$ cat src/design/i4dq_pkg.sv
// Shared types and constants for the int4 dequant dot product core.
`default_nettype none
package i4dq_pkg;

  localparam int LANES = 8;

  localparam logic [31:0] F32_QNAN    = 32'h7FC0_0000;
  localparam logic [31:0] F32_INF     = 32'h7F80_0000;
  localparam logic [31:0] F32_ONE     = 32'h3F80_0000;
  localparam logic [31:0] F32_NEGZERO = 32'h8000_0000;

  // Unbiased exponent of the wide datapath, covers products of subnormals.
  typedef logic signed [11:0] exp_t;

  localparam exp_t EXP_SUB  = -12'sd149;
  localparam exp_t EXP_BIAS = 12'sd150;

  typedef struct packed {
    logic issue_acc;
    logic capture;
    logic clear;
  } lane_ctl_t;

endpackage
`default_nettype wire

$ cat src/design/i4dq_fma.sv
// Four-stage binary32 fused multiply-add, round to nearest even, subnormals kept.
`default_nettype none
module i4dq_fma (
  input  wire logic        clk,
  input  wire logic [31:0] a,
  input  wire logic [31:0] b,
  input  wire logic [31:0] c,
  output logic      [31:0] y
);
  import i4dq_pkg::*;

  function automatic logic [5:0] msb64(input logic [63:0] v);
    logic [5:0] k;
    k = 6'd0;
    for (int i = 1; i < 64; i++) begin
      if (v[i]) k = 6'(i);
    end
    return k;
  endfunction

  function automatic exp_t unbias(input logic [7:0] ex);
    return (ex == 8'd0) ? EXP_SUB : (exp_t'({4'd0, ex}) - EXP_BIAS);
  endfunction

  // Stage 0: unpack, special cases, mantissa product
  logic        sa, sb, sc, sp;
  logic [7:0]  ea, eb, ec;
  logic [22:0] fa, fb, fc;
  logic        anan, bnan, cnan, ainf, binf, cinf, az, bz, cz;
  logic [23:0] ma, mb;
  logic        spec0;
  logic [31:0] sval0;

  assign {sa, ea, fa} = a;
  assign {sb, eb, fb} = b;
  assign {sc, ec, fc} = c;
  assign sp   = sa ^ sb;
  assign anan = (ea == 8'hFF) && (fa != '0);
  assign bnan = (eb == 8'hFF) && (fb != '0);
  assign cnan = (ec == 8'hFF) && (fc != '0);
  assign ainf = (ea == 8'hFF) && (fa == '0);
  assign binf = (eb == 8'hFF) && (fb == '0);
  assign cinf = (ec == 8'hFF) && (fc == '0);
  assign az   = (ea == 8'h00) && (fa == '0);
  assign bz   = (eb == 8'h00) && (fb == '0);
  assign cz   = (ec == 8'h00) && (fc == '0);
  assign ma   = {(ea != 8'h00), fa};
  assign mb   = {(eb != 8'h00), fb};

  always_comb begin
    spec0 = 1'b1;
    sval0 = F32_QNAN;
    if (anan || bnan || cnan) begin
      sval0 = F32_QNAN;
    end else if ((ainf && bz) || (binf && az)) begin
      sval0 = F32_QNAN;
    end else if (ainf || binf) begin
      sval0 = (cinf && (sc != sp)) ? F32_QNAN : ({sp, 31'd0} | F32_INF);
    end else if (cinf) begin
      sval0 = c;
    end else if (az || bz) begin
      sval0 = cz ? {sp & sc, 31'd0} : c;
    end else begin
      spec0 = 1'b0;
    end
  end

  logic        s0_spec_r, s0_sp_r, s0_sc_r, s0_cz_r;
  logic [31:0] s0_sval_r;
  logic [47:0] s0_mp_r;
  logic [23:0] s0_mc_r;
  exp_t        s0_ep_r, s0_ce_r;

  always_ff @(posedge clk) begin
    s0_spec_r <= spec0;
    s0_sval_r <= sval0;
    s0_mp_r   <= ma * mb;
    s0_ep_r   <= unbias(ea) + unbias(eb);
    s0_mc_r   <= {(ec != 8'h00), fc};
    s0_ce_r   <= unbias(ec);
    s0_sp_r   <= sp;
    s0_sc_r   <= sc;
    s0_cz_r   <= cz;
  end

  // Stage 1: normalize both terms to bit 61
  logic [5:0] shx, shy;
  assign shx = 6'd61 - msb64({16'd0, s0_mp_r});
  assign shy = 6'd61 - msb64({40'd0, s0_mc_r});

  logic        s1_spec_r, s1_sp_r, s1_sc_r, s1_cz_r;
  logic [31:0] s1_sval_r;
  logic [63:0] s1_x_r, s1_y_r;
  exp_t        s1_xe_r, s1_ye_r;

  always_ff @(posedge clk) begin
    s1_spec_r <= s0_spec_r;
    s1_sval_r <= s0_sval_r;
    s1_x_r    <= {16'd0, s0_mp_r} << shx;
    s1_y_r    <= {40'd0, s0_mc_r} << shy;
    s1_xe_r   <= s0_ep_r - exp_t'({6'd0, shx});
    s1_ye_r   <= s0_ce_r - exp_t'({6'd0, shy});
    s1_sp_r   <= s0_sp_r;
    s1_sc_r   <= s0_sc_r;
    s1_cz_r   <= s0_cz_r;
  end

  // Stage 2: align the smaller term with sticky, then add or subtract
  logic [63:0] big, lesser, lesser_al, sum2;
  exp_t        d, e2;
  logic        rs2, xbig;

  always_comb begin
    xbig = (s1_xe_r > s1_ye_r) || ((s1_xe_r == s1_ye_r) && (s1_x_r >= s1_y_r));
    if (xbig) begin
      big = s1_x_r; lesser = s1_y_r; d = s1_xe_r - s1_ye_r; rs2 = s1_sp_r; e2 = s1_xe_r;
    end else begin
      big = s1_y_r; lesser = s1_x_r; d = s1_ye_r - s1_xe_r; rs2 = s1_sc_r; e2 = s1_ye_r;
    end
    if (d >= 12'sd63) begin
      lesser_al = 64'd1;
    end else begin
      lesser_al = (lesser >> d[5:0]) |
                  64'(((lesser & ((64'd1 << d[5:0]) - 64'd1)) != 64'd0));
    end
    sum2 = (s1_sp_r == s1_sc_r) ? (big + lesser_al) : (big - lesser_al);
    // Zero addend: pass the product through alone
    if (s1_cz_r) begin
      sum2 = s1_x_r;
      e2   = s1_xe_r;
      rs2  = s1_sp_r;
    end
  end

  logic        s2_spec_r, s2_rs_r;
  logic [31:0] s2_sval_r;
  logic [63:0] s2_m_r;
  exp_t        s2_e_r;

  always_ff @(posedge clk) begin
    s2_spec_r <= s1_spec_r;
    s2_sval_r <= s1_sval_r;
    s2_m_r    <= sum2;
    s2_e_r    <= e2;
    s2_rs_r   <= rs2;
  end

  // Stage 3: round and pack
  logic [5:0]  k3, amt;
  exp_t        q, s, ef;
  logic [63:0] mant;
  logic        rb, st;
  logic [31:0] packed3;

  always_comb begin
    k3  = msb64(s2_m_r);
    q   = exp_t'({6'd0, k3}) + s2_e_r - 12'sd23;
    if (q < EXP_SUB) q = EXP_SUB;
    s   = q - s2_e_r;
    rb  = 1'b0;
    st  = 1'b0;
    amt = 6'd0;
    if (s <= 12'sd0) begin
      amt  = 6'(-s);
      mant = s2_m_r << amt;
    end else if (s > 12'sd63) begin
      mant = 64'd0;
      st   = 1'b1;
    end else begin
      amt  = 6'(s);
      mant = s2_m_r >> amt;
      rb   = s2_m_r[amt - 6'd1];
      st   = (s2_m_r & ((64'd1 << (amt - 6'd1)) - 64'd1)) != 64'd0;
    end
    if (rb && (st || mant[0])) mant = mant + 64'd1;
    if (mant == 64'h100_0000) begin
      mant = mant >> 1;
      q    = q + 12'sd1;
    end
    ef = q + EXP_BIAS;
    if (s2_m_r == 64'd0) begin
      packed3 = 32'd0;
    end else if (mant >= 64'h80_0000) begin
      if (ef >= 12'sd255) packed3 = {s2_rs_r, 31'd0} | F32_INF;
      else packed3 = {s2_rs_r, ef[7:0], mant[22:0]};
    end else begin
      packed3 = {s2_rs_r, 8'd0, mant[22:0]};
    end
  end

  always_ff @(posedge clk) begin
    y <= s2_spec_r ? s2_sval_r : packed3;
  end

endmodule
`default_nettype wire

$ cat src/design/i4dq_merge.sv
// Reduction of the eight lane sums through one shared adder, three levels deep.
`default_nettype none
module i4dq_merge (
  input  wire logic                                 clk,
  input  wire logic                                 rst_n,
  input  wire logic                                 start,
  input  wire logic [i4dq_pkg::LANES-1:0][31:0]     lanes,
  input  wire logic                                 ack,
  output logic                                      res_valid,
  output logic      [31:0]                          res
);
  import i4dq_pkg::*;

  // Issue steps (ST) and the steps at which each answer is collected (GT)
  localparam logic [4:0] ST_R0   = 5'd0;
  localparam logic [4:0] ST_R1   = 5'd1;
  localparam logic [4:0] ST_R2   = 5'd2;
  localparam logic [4:0] ST_R3   = 5'd3;
  localparam logic [4:0] GT_R0   = 5'd4;
  localparam logic [4:0] GT_R1   = 5'd5;
  localparam logic [4:0] GT_R2   = 5'd6;
  localparam logic [4:0] GT_R3   = 5'd7;
  localparam logic [4:0] ST_S02  = 5'd8;
  localparam logic [4:0] ST_S13  = 5'd9;
  localparam logic [4:0] GT_S02  = 5'd12;
  localparam logic [4:0] GT_S13  = 5'd13;
  localparam logic [4:0] ST_FIN  = 5'd14;
  localparam logic [4:0] GT_FIN  = 5'd18;

  logic        busy_r, valid_r;
  logic [4:0]  cnt_r;
  logic [31:0] rr0_r, rr1_r, rr2_r, rr3_r, res_r;
  logic [31:0] fa, fc, fo;

  always_comb begin
    case (cnt_r)
      ST_R0:   begin fa = lanes[4]; fc = lanes[0]; end
      ST_R1:   begin fa = lanes[5]; fc = lanes[1]; end
      ST_R2:   begin fa = lanes[6]; fc = lanes[2]; end
      ST_R3:   begin fa = lanes[7]; fc = lanes[3]; end
      ST_S02:  begin fa = rr0_r;    fc = rr2_r;    end
      ST_S13:  begin fa = rr1_r;    fc = rr3_r;    end
      ST_FIN:  begin fa = rr0_r;    fc = rr1_r;    end
      default: begin fa = lanes[4]; fc = lanes[0]; end
    endcase
  end

  i4dq_fma u_fma (
    .clk (clk),
    .a   (fa),
    .b   (F32_ONE),
    .c   (fc),
    .y   (fo)
  );

  always_ff @(posedge clk) begin
    if (!rst_n) begin
      busy_r  <= 1'b0;
      valid_r <= 1'b0;
      cnt_r   <= 5'd0;
    end else begin
      if (start) begin
        busy_r <= 1'b1;
        cnt_r  <= 5'd0;
      end else if (busy_r) begin
        if (cnt_r == GT_FIN) begin
          busy_r  <= 1'b0;
          valid_r <= 1'b1;
        end else begin
          cnt_r <= cnt_r + 5'd1;
        end
      end
      if (ack) valid_r <= 1'b0;
    end
  end

  always_ff @(posedge clk) begin
    if (busy_r) begin
      case (cnt_r)
        GT_R0:   rr0_r <= fo;
        GT_R1:   rr1_r <= fo;
        GT_R2:   rr2_r <= fo;
        GT_R3:   rr3_r <= fo;
        GT_S02:  rr0_r <= fo;
        GT_S13:  rr1_r <= fo;
        GT_FIN:  res_r <= fo;
        default: ;
      endcase
    end
  end

  assign res_valid = valid_r;
  assign res       = res_r;

endmodule
`default_nettype wire
$ cat config.mk
export PLATFORM = sky130hd
export DESIGN_NAME = i4dq_merge
export DESIGN_NICKNAME = d
export VERILOG_FILES = /design/src/design/i4dq_pkg.sv /design/src/design/i4dq_fma.sv /design/src/design/i4dq_merge.sv
export SDC_FILE = /design/constraint.sdc
export NUM_CORES = 2
export LEC_CHECK = 0
export ABC_AREA = 0
export ABC_CLOCK_PERIOD_IN_PS = 14400
export BUFFER_PORTS_ARGS = -buffer_cell sky130_fd_sc_hd__buf_2
export CAP_MARGIN = 10
export CELL_PAD_IN_SITES_DETAIL_PLACEMENT = 1
export CELL_PAD_IN_SITES_GLOBAL_PLACEMENT = 2
export CORE_ASPECT_RATIO = 1.25
export CORE_MARGIN = 8
export CORE_UTILIZATION = 35
export CTS_CLUSTER_SIZE = 24
export DETAILED_ROUTE_END_ITERATION = 7
export MAX_ROUTING_LAYER = met4
export PLACE_DENSITY_LB_ADDON = 0.08
export SYNTH_ARGS = -nofsm -noshare
export SYNTH_HDL_FRONTEND = slang
export SYNTH_SLANG_ARGS = --single-unit
$ cat constraint.sdc
create_clock -name clk -period 14.4 [get_ports clk]
set_clock_uncertainty 0.15 [all_clocks]
set_input_delay 0.72 -clock clk [delete_from_list [all_inputs] [get_ports clk]]
set_output_delay 0.72 -clock clk [all_outputs]
set_load 0.02 [all_outputs]
---- Word-level counts from Yosys, hierarchy flattened ----
Index checks and enable logic that the tools add are counted.
word-level totals
  register bits ........................... 605
  latch bits .............................. 0
  bits in writable memories ............... 0
  ROM bits ................................ 0
  bits of input ports ..................... 260
  output and inout port bits .............. 33
  word-level logic and storage cells ...... 280
  memories kept ........................... 0
cells by class
  add/sub/neg operators ................... 22
  multipliers ............................. 0
  divide/modulo/power cells ............... 0
  magnitude comparators ................... 9
  equal/unequal tests ..................... 19
  shift operators ......................... 7
  muxes and demuxes ....................... 148
  bitwise gates (word level) .............. 7
  reductions and logical operators ........ 36
operator list
  cell                                                                                    count
  64-bit 2-to-1 mux                                                                       9
  6-bit 2-to-1 mux                                                                        47
  32-bit 2-to-1 mux                                                                       7
  32-bit one-hot mux with 6 select lines                                                  1
  5-bit 2-to-1 mux                                                                        33
  32-bit one-hot mux with 5 select lines                                                  1
  64-bit AND                                                                              2
  64-bit nonzero test                                                                     2
  1-bit by 6-bit << shifter with 64-bit output (first input constant)                     2
  64-bit by 6-bit >> shifter with 64-bit output                                           2
  64-bit by 1-bit subtractor with 64-bit output (second input constant)                   2
  12-bit 2-to-1 mux                                                                       6
  64-bit by 1-bit adder with 64-bit output (second input constant)                        1
  64-bit adder                                                                            1
  64-bit by 25-bit equality test with 1-bit output (second input constant)                1
  64-bit by 24-bit greater-or-equal comparator with 1-bit output (second input constant)  1
  64-bit greater-or-equal comparator                                                      1
  64-bit logical NOT                                                                      1
  4-bit 2-to-1 mux                                                                        16
  64-bit by 1-bit OR with 64-bit output                                                   1
  24-bit by 6-bit << shifter with 64-bit output                                           1
  47-bit by 6-bit << shifter with 64-bit output                                           1
  64-bit by 6-bit << shifter with 64-bit output                                           1
  64-bit subtractor                                                                       1
  other kinds (46)                                                                        107

---- Logic depth before layout (Yosys ltp) ----
  word-level depth ........................ 86
  depth in mapped cells ................... 85
  gate-level depth less buffers ........... 74

---- Modules after synthesis ----
From an unflattened synthesis, not the netlist that was laid out.
unflattened totals
  cells, all modules ...................... 9886
  area total of the unflattened synthesis .. 78461.5 um^2
by module, submodules not included
  module      instances  cells an instance  area each (um^2)  seq. area each (um^2)
  i4dq_fma    1          9280               70224.9           9188.8
  i4dq_merge  1          606                8236.6            4944.7

---- Worst setup path after synthesis ----
No wires, ideal clock.
  kind .................................... register -> register
  from .................................... register u_fma.s2_m_r[3]
  to ...................................... register u_fma.y[10]
  library setup time ...................... 117 ps
  arrival ................................. 15360 ps
  required time ........................... 14133 ps
  path slack .............................. -1228 ps
  cell stages (with the launch flop) ...... 84
  path buffers ............................ 12
  clock period less this slack ............ 15628 ps
  path through ............................ dfxtp_1 -> clkbuf_1 -> nor2_1 -> nor3_1 -> nor3_1 -> nor3_1 -> nor3_1 -> nor3_1 -> nor3_1 -> nor3_1 -> nor3_1 -> nor3_1 -> nor3_1 -> nor3_1 -> nor3_1 -> o31ai_1 -> a21boi_0 -> o31ai_1 -> [... 48 more ...] -> nor2_1 -> o21ai_1 -> nand4b_1 -> or4_4 -> nor4b_4 -> buf_2 -> nand2_1 -> xnor2_1 -> ha_1 -> nor2_1 -> mux2i_1 -> and3b_1 -> o211a_1 -> nor4_1 -> o22ai_1 -> a21o_4 -> buf_6 -> a32o_1
on the way
  word-level cells in the longest chain between the ends .. 84
  elaborated cells on any way between the ends .. 100
  those cells by class .................... add/sub: 9; order compare: 5; eq/ne: 1; shift: 3; mux: 77; bitwise: 1; reduce/logical: 4
ends and longest elaborated chain
  item                                                           line             source
  from (decl)                                                    i4dq_fma.sv:137  logic [63:0] s2_m_r;
  from (signal assigned)                                         i4dq_fma.sv:143  s2_m_r <= sum2;
  2-bit 2-to-1 mux                                               i4dq_fma.sv:16   if (v[i]) k = 6'(i);
  3-bit 2-to-1 mux (4 in a row)                                  i4dq_fma.sv:16
  4-bit 2-to-1 mux (8 in a row)                                  i4dq_fma.sv:16
  5-bit 2-to-1 mux (16 in a row)                                 i4dq_fma.sv:16
  6-bit 2-to-1 mux (32 in a row)                                 i4dq_fma.sv:16
  7-bit by 12-bit adder with 12-bit output                       i4dq_fma.sv:157  q = exp_t'({6'd0, k3}) + s2_e_r - 12'sd23;
  12-bit by 6-bit subtractor with 12-bit output                  i4dq_fma.sv:157
  12-bit by 9-bit less-than comparator with 1-bit output         i4dq_fma.sv:158  if (q < EXP_SUB) q = EXP_SUB;
  [... 12 more ...]                                              -
  64-bit by 25-bit equality test with 1-bit output               i4dq_fma.sv:176  if (mant == 64'h100_0000) begin
  12-bit 2-to-1 mux                                              i4dq_fma.sv:176
  12-bit by 9-bit adder with 12-bit output                       i4dq_fma.sv:180  ef = q + EXP_BIAS;
  12-bit by 9-bit greater-or-equal comparator with 1-bit output  i4dq_fma.sv:184  if (ef >= 12'sd255) packed3 = {s2_rs_r, 31'd0} | F32_INF;
  31-bit 2-to-1 mux                                              i4dq_fma.sv:184
  31-bit 2-to-1 mux                                              i4dq_fma.sv:183  end else if (mant >= 64'h80_0000) begin
  32-bit 2-to-1 mux *                                            i4dq_fma.sv:181  if (s2_m_r == 64'd0) begin
  32-bit 2-to-1 mux *                                            i4dq_fma.sv:192  y <= s2_spec_r ? s2_sval_r : packed3;
  to (signal assigned)                                           i4dq_fma.sv:192
  to (decl)                                                      i4dq_fma.sv:8    output logic [31:0] y
Every way passes the cells marked *; elsewhere a longest branch is shown, timed or not. The select of a mux whose other input is x is not followed.
A chain may end at the register's enable or synchronous reset.

---- Final worst setup path ----
  from .................................... register u_fma.s2_m_r[3]
  to ...................................... register u_fma.y[12]
The elaborated chain is that of the path after synthesis.

==> summary by stage <==
Run status
The flow ran to the end, but the final reports show violations. The final reports fail on capacitance limit, setup timing.

Synthesis
In this run, synthesis inferred 160 flip-flops with an integrated enable. The synthesized area is 0.0538 mm^2. The post-synthesis sequential area ratio is 24.5%. The Yosys step of the flow raised 0 warnings.

The post-synthesis average cell area is 8.11 um^2. Counting flops and latches in the post-synthesis netlist gives 579. The number of distinct library cells after synthesis is 122. The proportion of synthesized flip-flops having asynchronous set or reset is 0%. After technology mapping, the gate count stands at 6,635.

The most used flip-flop cell after synthesis is dfxtp_1.

Critical path
The category of the worst setup path capture point is a flip-flop. The number of cells on the worst reg-to-reg path is 77. The nature of the critical path startpoint is a flip-flop. The end point of the critical path is u_fma.y[12]. STA puts the critical path data required time at 14.80 ns. The worst setup path is of the reg -> reg kind. On the critical path, the stage with the largest delay is an instance of fa_4. The worst register-to-register path begins at u_fma.s2_m_r[3].

In this run the critical register-to-register path is captured at u_fma.y[12]. The cell that appears most often on the critical path is nor3_1. The startpoint of the worst setup timing path is u_fma.s2_m_r[3]. Of all nets on the critical path, the largest fanout is 8.

The flop-to-flop setup slack is -0.45 ns. The maximum cell stage delay along the critical path is 0.79 ns. The data arrival time of the worst path is 15.25 ns.

Clock tree
The clock edge transition at the registers on the reported setup and hold paths is 0.07 ns. The number of buffers inserted for hold repair after clock tree synthesis is 0. The buffer depth of the longest clock path is 3.

CTS saw 579 sinks. The H-tree generated during clock tree synthesis spans 2 levels. The tree is rooted in a clkbuf_16. The latest clock arrival within the worst-skew pair is 0.72 ns. The total CTS buffers is 54.

The CTS tree is yes.

Timing
The number of max-slew violations in the final report is 0. For the pin with the worst max-slew slack, the measured transition is 1.45 ns. Setup repair after global routing could not meet its margin everywhere. Dividing the final minimum period by the clock period gives 103%. The highest attainable clock frequency is 67.4 MHz. Setup violations remaining at the end of the flow were counted as 31. The worst path in the final design needs a cycle of 14.85 ns, including I/O delays and setup.

The post-route worst setup slack is -0.446 ns. The number of hold violations in the final report came to 0. The worst slew margin relative to its limit is 2.24%.

Placement
Prior to clock tree synthesis, the placed netlist has a worst setup slack of -1.49 ns. The HPWL reported at the end of detailed placement is 249,000 um. The count of buffers inserted at the top-level ports is 292. At the end of routability-driven placement, the weighted congestion stood at 1.04.

The cell area after placement is 0.0665 mm^2. After detailed placement, the design holds a cell count of 9,810.

Routing
The routed layout has 61,600 vias. The number of detailed-routing iterations run before antenna repair is 5. Once detail routing completed, the nets flagged for antenna violations numbered 0. For this run, design rule violations remaining after detail routing come to 0. Dividing the detail-routed via count by the number of cells gives 6.16.

The per-cell routed wire length is 31.2 um. Wires add up to 312,000 um. The violation count after the first detailed-route iteration is 5,926.

GRT
The overflow left after global routing is 0. The via count of the first global-routing pass is 63,000. The first-pass GRT wire length is 443,000 um. Global routing used 36.4% of the available tracks across all layers. The number of antenna violations at the first check in global routing is 29. The pin count of the biggest net entering global routing is 94.

Final layout
The final instance count without filler cells is 10,000. The largest registers in the layout are u_fma.s1_y_r (64), u_fma.s2_m_r (64), u_fma.s1_x_r (41). The area overhead of the layout relative to synthesis is 31.3%. The final cell utilization of the core is 46.1%. The share of post-route cells with drive strength above 1 is 29.8%. The final cell area excluding filler cells is 0.0706 mm^2. The net count of the finished layout is 8,361.

Die
Pin placement for this block handled 293 I/O pins. The height of the die is 454 um. The count of standard-cell rows is 161. The region available for standard cell placement spans 0.153 mm^2. In this run the horizontal extent of the chip is 367 um. Once the floorplan was initialized, standard cells occupied 35.1% of the core. The floorplan die area is 0.167 mm^2.

Worst hold path
The startpoint identified for the worst hold timing path is ack. The worst hold path belongs to the class in -> reg.

Flow run
The max capacitance violation total is 1.
-- worst max-delay path: cells and delay by family (launching register included) --
kind / cells / cell delay [ns]
buffers and inverters: 8 / 1.36
AO/OA/AOI/OAI: 22 / 4.20
XOR/XNOR: 2 / 0.34
adder cells (fa/ha/maj): 7 / 2.35
AND/OR/NAND/NOR: 35 / 5.29
flip-flops: 1 / 0.35
multiplexers: 3 / 0.66
-- synth_stat cells, drive strengths merged, types with 113 or more instances --
| library cell | number | area, um^2 |
|---|---|---|
| nand2 | 739 | 2770 |
| nor2 | 534 | 2010 |
| o21ai | 451 | 2260 |
| mux2i | 449 | 4490 |
| dfxtp | 419 | 8390 |
| a21oi | 371 | 1860 |
| clkbuf | 324 | 1220 |
| inv | 252 | 946 |
| ha | 188 | 2350 |
| nand3 | 187 | 936 |
| a22oi | 178 | 1340 |
| nor3 | 176 | 891 |
| xnor2 | 162 | 1460 |
| edfxtp | 160 | 4800 |
| buf | 158 | 781 |
| mux4 | 153 | 3450 |
| xor2 | 120 | 1060 |
| nand4 | 113 | 719 |
-- through the flow --
stage               setup TNS [ns]  hold WS, ns
floorplan                        0        0.160
global placement            -46.42        0.161
detailed placement          -43.89        0.163
CTS                         -11.35       0.0397
global route                -39.51       0.0597
finish                      -11.81       0.0706
-- what timing repair did --
action | in CTS | in global routing
buffers inserted | 46 | 26
pin swaps | 112 | 32
setup endpoints to repair | 31 | 34
cloned | 4 | 1
resized for setup | 237 | 76
-- routing by layer --
layer	vias to the layer above	part of all wire [%]	track usage, %
met3	874	6.1	4.18
li1	27300	-	-
met2	2783	48	60.4
met5	-	0	-
met1	30600	39	42.4
met4	0	7.6	22.1
-- area by class of cell --
class	count	area [um^2]
Antenna cell	19	47.5
Clock buffer	68	1480
Clock inverter	32	439
Fill cell	18400	82700
Inverter	256	963
Multi-Input combinational cell	5355	39600
Sequential cell	579	13200
Tap cell	2037	2550
Timing Repair Buffer	1660	12400
-- cell usage in the layout, fill, tap and decap left out, drive strengths merged, types with 24 or more instances in the layout --
cell        n
buf      1658
nand2     739
nor2      534
o21ai     451
mux2i     449
dfxtp     419
a21oi     371
inv       257
ha        188
nand3     187
a22oi     178
nor3      176
xnor2     163
edfxtp    160
mux4      153
xor2      120
nand4     113
mux2      102
a21o       96
a211oi     94
and2       80
nor4       72
clkbuf     69
a31oi      59
o211ai     57
nand2b     53
o21a       53
nor2b      52
or3        48
and3       44
or2        44
o22ai      42
o31ai      40
conb       36
o21bai     35
a41oi      32
o2111ai    31
a32o       28
a32oi      24
-- cell families (layout without fill, tap and decap cells) --
logic type	count (synthesis)	after routing	share of synthesized area, %
other	1	55	0.00697
AOI/OAI and AO/OA	1888	1889	23.7
muxes	704	704	16.9
adders and majority gates	195	195	4.63
DFF	579	579	24.5
and+or+nand+nor	2245	2245	19.9
buffers and inverters	738	2016	5.51
xor gates and xnor gates	285	286	4.81
-- worst min-delay path by stage --
| stage | to | slack (ns) | cells past startpoint |
|---|---|---|---|
| after floorplan | u_fma.s1_cz_r | 0.16 | 0 |
| after global placement | u_fma.s1_sval_r[7] | 0.16 | 0 |
| after detailed placement | u_fma.s1_sval_r[4] | 0.16 | 0 |
| after CTS | res_valid | 0.04 | 2 |
| after global routing | res_valid | 0.06 | 2 |
| final | res_valid | 0.07 | 2 |
Power is left out: the tool's default activity adds up to more than one toggle a clock period on the data nets, which glitch-free logic cannot reach.
